**src/hdl/ppp_pkg.sv**
```systemverilog
// Shared widths, register map and the divider cell payload type.
package ppp_pkg;

  localparam int unsigned PW = 65;
  localparam int unsigned HW = 51;
  localparam int unsigned NW = 63;
  localparam int unsigned DW = 51;
  localparam int unsigned QW = 33;
  localparam int unsigned FRAC_SH = 12;
  localparam int unsigned AW = 6;

  localparam logic [2:0] REG_MAT_00_01  = 3'd0;
  localparam logic [2:0] REG_MAT_02_10  = 3'd1;
  localparam logic [2:0] REG_MAT_11_12  = 3'd2;
  localparam logic [2:0] REG_MAT_20_21  = 3'd3;
  localparam logic [2:0] REG_MAT_22     = 3'd4;
  localparam logic [2:0] REG_CAM_POS_XY = 3'd5;
  localparam logic [2:0] REG_CAM_POS_Z  = 3'd6;
  localparam logic [2:0] NUM_REGS       = 3'd7;

  typedef struct packed {
    logic          vld;
    logic [NW-1:0] rem_x;
    logic [NW-1:0] rem_y;
    logic [QW-1:0] q_x;
    logic [QW-1:0] q_y;
    logic [DW-1:0] den;
    logic          neg_x;
    logic          neg_y;
    logic          zero_x;
    logic          zero_y;
    logic          big_x;
    logic          big_y;
    logic          den_zero;
    logic          behind;
  } div_t;

endpackage

```
**src/hdl/ppp_div_cell.sv**
```systemverilog
// One restoring-division cell: resolves one quotient bit of both pixel rows.
module ppp_div_cell #(
  parameter int unsigned SHIFT = 0
) (
  input  logic          clk_i,
  input  logic          rst_ni,
  input  ppp_pkg::div_t cell_i,
  output ppp_pkg::div_t cell_o
);
  import ppp_pkg::*;

  logic [DW+QW-1:0] dsh;
  logic             fit_x;
  logic             fit_y;
  div_t             cell_d;
  div_t             cell_q;

  always_comb begin
    dsh   = {{QW{1'b0}}, cell_i.den} << SHIFT;
    fit_x = {{(DW+QW-NW){1'b0}}, cell_i.rem_x} >= dsh;
    fit_y = {{(DW+QW-NW){1'b0}}, cell_i.rem_y} >= dsh;
    cell_d = cell_i;
    cell_d.rem_x = fit_x ? cell_i.rem_x - dsh[NW-1:0] : cell_i.rem_x;
    cell_d.rem_y = fit_y ? cell_i.rem_y - dsh[NW-1:0] : cell_i.rem_y;
    cell_d.q_x[SHIFT] = fit_x;
    cell_d.q_y[SHIFT] = fit_y;
  end

  always_ff @(posedge clk_i or negedge rst_ni) begin
    if (!rst_ni) begin
      cell_q.vld <= 1'b0;
    end else begin
      cell_q <= cell_d;
    end
  end

  assign cell_o = cell_q;

endmodule

```
**config.mk**
```make
export PLATFORM = sky130hd
export DESIGN_NAME = ppp_div_cell
export DESIGN_NICKNAME = d
export VERILOG_FILES = /design/src/hdl/ppp_pkg.sv /design/src/hdl/ppp_div_cell.sv
export SDC_FILE = /design/constraint.sdc
export NUM_CORES = 1
export LEC_CHECK = 0
export BUFFER_PORTS_ARGS = -buffer_cell sky130_fd_sc_hd__buf_2
export CAP_MARGIN = 0
export CORE_ASPECT_RATIO = 0.9
export CORE_MARGIN = 5
export CORE_UTILIZATION = 40
export CTS_CLUSTER_SIZE = 20
export DETAILED_ROUTE_END_ITERATION = 7
export GPL_ROUTABILITY_DRIVEN = 1
export PLACE_DENSITY_LB_ADDON = 0.08
export SKIP_LAST_GASP = 1
export SLEW_MARGIN = 20
export SYNTH_ARGS = -nofsm -noshare
export SYNTH_HDL_FRONTEND = slang
export SYNTH_SLANG_ARGS = --single-unit
```
**constraint.sdc**
```tcl
create_clock -name clk_i -period 0.8 [get_ports clk_i]
set_clock_uncertainty 0.1 [all_clocks]
set_input_delay 0.12 -clock clk_i [delete_from_list [all_inputs] [get_ports clk_i]]
set_output_delay 0.12 -clock clk_i [all_outputs]
set_load 0.03 [all_outputs]
```
## Yosys cells after proc, flatten, opt, wreduce, memory -nomap -nowiden

Index checks and enable logic that the tools add are counted.

| operators by class | value |
|---|---|
| add/subtract/negate cells | 2 |
| $lt $le $gt $ge | 2 |
| mux-type cells | 2 |

Operators by type and width:

| operator | number |
|---|---|
| >= comparator 63 x 51 -> 1 bit | 2 |
| two-way mux 63 bit | 2 |
| subtractor 63 x 51 -> 63 bit | 2 |

| storage, ports and cells | value |
|---|---|
| register bits | 252 |
| input port bits | 254 |
| logic and storage cells | 20 |

## Depth between registers and ports, before layout

| logic depth | value |
|---|---|
| depth in word-level cells | 2 |
| mapped depth | 14 |
| depth with buffers taken out | 14 |

## Worst setup path after synthesis

No wires, ideal clock.

| path | value |
|---|---|
| kind | input -> register |
| from | input port cell_i[188] in the netlist's numbering |
| to | register cell_q, in the netlist cell_o[236] (data pin) |
| setup slack | -2602 ps |
| path buffers | 0 |
| arrival | 3042 ps |
| required time | 440 ps |
| library setup time | 260 ps |
| cell stages on the path | 14 |
| cells stage by stage | inv_1 -> ha_1 -> inv_1 -> fa_1 -> a21o_1 -> a221o_1 -> a211o_1 -> o31a_1 -> a2111oi_2 -> o41ai_1 -> nand4_1 -> nand2_1 -> xor2_1 -> mux2_2 |

RTL lines:

| element | RTL line | source |
|---|---|---|
| from (decl) | ppp_div_cell.sv:7 | `input ppp_pkg::div_t cell_i,` |
| to (signal assigned) | ppp_div_cell.sv:33 | `cell_q <= cell_d;` |
| to (decl) | ppp_div_cell.sv:16 | `div_t cell_q;` |

==> results.toml <==
[status]
status = "complete, but fails checks"
violations = "hold timing, setup timing"

[power_and_ir_drop]
power_frac_seq_pct = 33.0
intPower_uw = 34700
pwr_density_cell_nw_per_um2 = 1700
p_leak_uw = 0.0136
p_switching_uw = 18200
ir_drop_mv = 1.43
clkPwrFrac_pct = 25.9
switching_share_pct = 34.3
p_comb_share_pct = 41.2

[cells_and_area]
finalNonFillerCells = 3393
largest_register_ff_count = 252
design_area_sq_um = 31100
final_common_cell = "buf_4"
area_growth_pct = 100
n_fill_cell = 2202
final_cell_mix = "buf_4, buf_6, edfxtp_1"
nNetsFinal = 3196
final_layout_size_suffix_gt1_share_pct = 55.2

[global_routing]
grt_util_met3_pct = 7.74
grt_max_degree = 29
grt_overflow = 0
grt_pass1_vias = 18600
antenna_found_initial = 12
use_met1_pct = 41.6
track_usage_pct = 33.5
grt-busiest-layer = "met2"
grt_pass1_wl_mm = 111
grtUsageMet2_pct = 56.0

[clocking]
cts_sinks = 252
cts_max_path_buffers = 3
cts_made_buffers = 29
ctsRootBufferMaster = "clkbuf_16"
ctsHoldBuffers = 210
htree_levels = 1
clk_pin_slew_ps = 60
cts_tree = "built"

[sta]
setup_tns_ps = -372620
setup_viol = 380
worstMarginPinSlew_ps = 716
fin_ws_ps = -2120
slew_headroom_pct = 51.8
hold_viol_final = 59
min_period_ps = 2920
fmax_mhz = 343
fin_crit_sh_pct = 365
rsz0062_at_grt = "yes"
fin_hold_ws_ps = -220
slew_violations = 0

[min_path]
min_delay_worst_endpoint = "cell_o[154]"
holdPathStages = 2
worstHoldPathType = "in2reg"
min_from = "cell_i[154]"

[critical_path]
cp.arrival_ps = 3140
critPathRequiredTime_ps = 1020
critical_path.cell_chain = "buf_12 > inv_12 > ha_4 > inv_2 > fa_2 > a21o_1 > a221o_1 > a211o_1 > a22oi_2 > o21ai_2 > o31ai_4 > o41ai_4 > a211oi_4 > nand3_2 > xnor2_1"
crit_type = "in2reg"
crit_slowest_cell = "a211oi_4"
endpoint_kind = "flip-flop"
critical-path-max-stage-delay_ps = 390
cp_max_fo = 5
startpoint_type = "input port"

[floorplanning]
dieArea_sq_um = 43000
die_y_um = 197
rows = 68
core_sq_um = 38400
die_w_um = 218
io_pins = 506
initial_utilization_pct = 40.6

[synthesis]
seq_area_frac_synth_pct = 48.6
synth_area_per_cell_sq_um = 10.2
ys_warn_count = 0
ys_ff_latch = 252
synth.distinct_cells = 71
syn-cell-area_sq_um = 15600
synth-edff-count = 251
synth-async-reset-ratio_pct = 0.397
synthFlopType = "edfxtp_1"
syn_nets = 1879
syn_inst = 1519

[detailed_routing]
totalWireLength_mm = 79.5
firstDrtPassIters = 6
via_per_inst = 5.39
via_count = 18300
route.antenna.remaining_nets = 0
first_iter_violations = 1393
remaining_drc_errors = 0
wl_per_cell_um = 23.4

[placed_design]
placed_cell_area_sq_um = 23100
gp_congestion = 0.963
port_buffers = 503
place_inst = 3026
hpwl_mm = 52.6
dpl_worst_slack_ps = -2780

[flow_run]
maxCapViolCount = 0
==> power by group through the flow <==
stage,Combinational (uW),Sequential [uW],Clock [uW]
2_1_floorplan,5520,20300,0
3_3_place_gp,16100,17200,0
3_5_place_dp,16200,17200,0
4_1_cts,19900,17300,13500
5_1_grt,22800,17500,14300
6_report,21800,17400,13700
==> metrics by stage <==
step,power [uW],utilization (%)
2_1_floorplan,25800,-
3_3_place_gp,33200,60.2
3_5_place_dp,33300,60.2
4_1_cts,50700,77.9
5_1_grt,54600,81.1
6_report,52900,81.1
==> metal layers <==
layer | vias up | part of all wire [%]
li1 | 8283 | -
met1 | 8949 | 39
met2 | 865 | 48
met3 | 199 | 7.7
met4 | 2 | 5.3
met5 | - | 0.016
==> timing repair <==
item	in CTS	in global routing
endpoints found under the setup margin	380	380
pin swaps	107	122
hold endpoints to repair	320	91
resized for setup	822	246
gates cloned	14	3
buffers inserted	61	43
==> cell families after synthesis <==
| kind of cell | Yosys count | share of synthesized area, % |
|---|---|---|
| AO/OA/AOI/OAI | 433 | 17.7 |
| flip-flops | 252 | 48.6 |
| XOR/XNOR | 121 | 6.81 |
| AND/OR/NAND/NOR | 447 | 13.3 |
| buffers and inverters | 138 | 3.38 |
| adder cells (fa/ha/maj) | 106 | 8.62 |
| multiplexers | 22 | 1.59 |
==> critical path: cells and delay by family <==
| kind | cells | cell delay, ps |
|---|---|---|
| simple gates | 1 | 120 |
| xor+xnor | 1 | 160 |
| buf+inv | 3 | 180 |
| fa+ha+maj | 2 | 470 |
| compound gates | 8 | 2070 |
==> cell usage after synthesis (7+ instances only) <==
| master | instances | area share [%] |
|---|---|---|
| or2_2 | 7 | 0.28 |
| nor3_1 | 36 | 1.2 |
| a21oi_1 | 199 | 6.4 |
| nor4_1 | 12 | 0.48 |
| o21ai_0 | 56 | 1.8 |
| nor2_1 | 161 | 3.9 |
| xnor2_1 | 66 | 3.7 |
| nor2b_1 | 7 | 0.28 |
| a211oi_1 | 9 | 0.43 |
| mux2_2 | 22 | 1.6 |
| a21o_1 | 51 | 2.5 |
| o21a_1 | 16 | 0.77 |
| o211ai_1 | 7 | 0.34 |
| xor2_1 | 55 | 3.1 |
| ha_1 | 104 | 8.4 |
| nand4_1 | 31 | 1.2 |
| edfxtp_1 | 251 | 48 |
| and3_1 | 17 | 0.68 |
| nand2b_1 | 10 | 0.40 |
| inv_1 | 76 | 1.8 |
| o21bai_1 | 15 | 0.72 |
| o31ai_1 | 9 | 0.43 |
| nand2_1 | 114 | 2.8 |
| clkbuf_1 | 54 | 1.3 |
| a31oi_1 | 13 | 0.52 |
| nand3_1 | 27 | 0.87 |
==> area by class of cell <==
type                            instances  area, sq um  area share (%)
Timing Repair Buffer                 1348        11800            37.9
Multi-Input combinational cell       1129         9840            31.6
Sequential cell                       252         7560            24.3
Clock buffer                           33          741            2.38
Tap cell                              525          657            2.11
Inverter                               76          333            1.07
Clock inverter                         19          186           0.599
Antenna cell                           11         27.5          0.0884
==> worst max path at each step <==
stage                     start     endpoint  slack (ps)  depth (start not counted)
floorplan           cell_i[188]  cell_o[250]       -2390                         14
global placement    cell_i[188]  cell_o[250]       -2690                         15
detailed placement  cell_i[188]  cell_o[250]       -2780                         15
CTS                 cell_i[188]  cell_o[250]       -2080                         15
global route        cell_i[188]  cell_o[250]       -2190                         15
finish              cell_i[188]  cell_o[250]       -2120                         15
No activity file was read; power rests on OpenSTA's default activity.
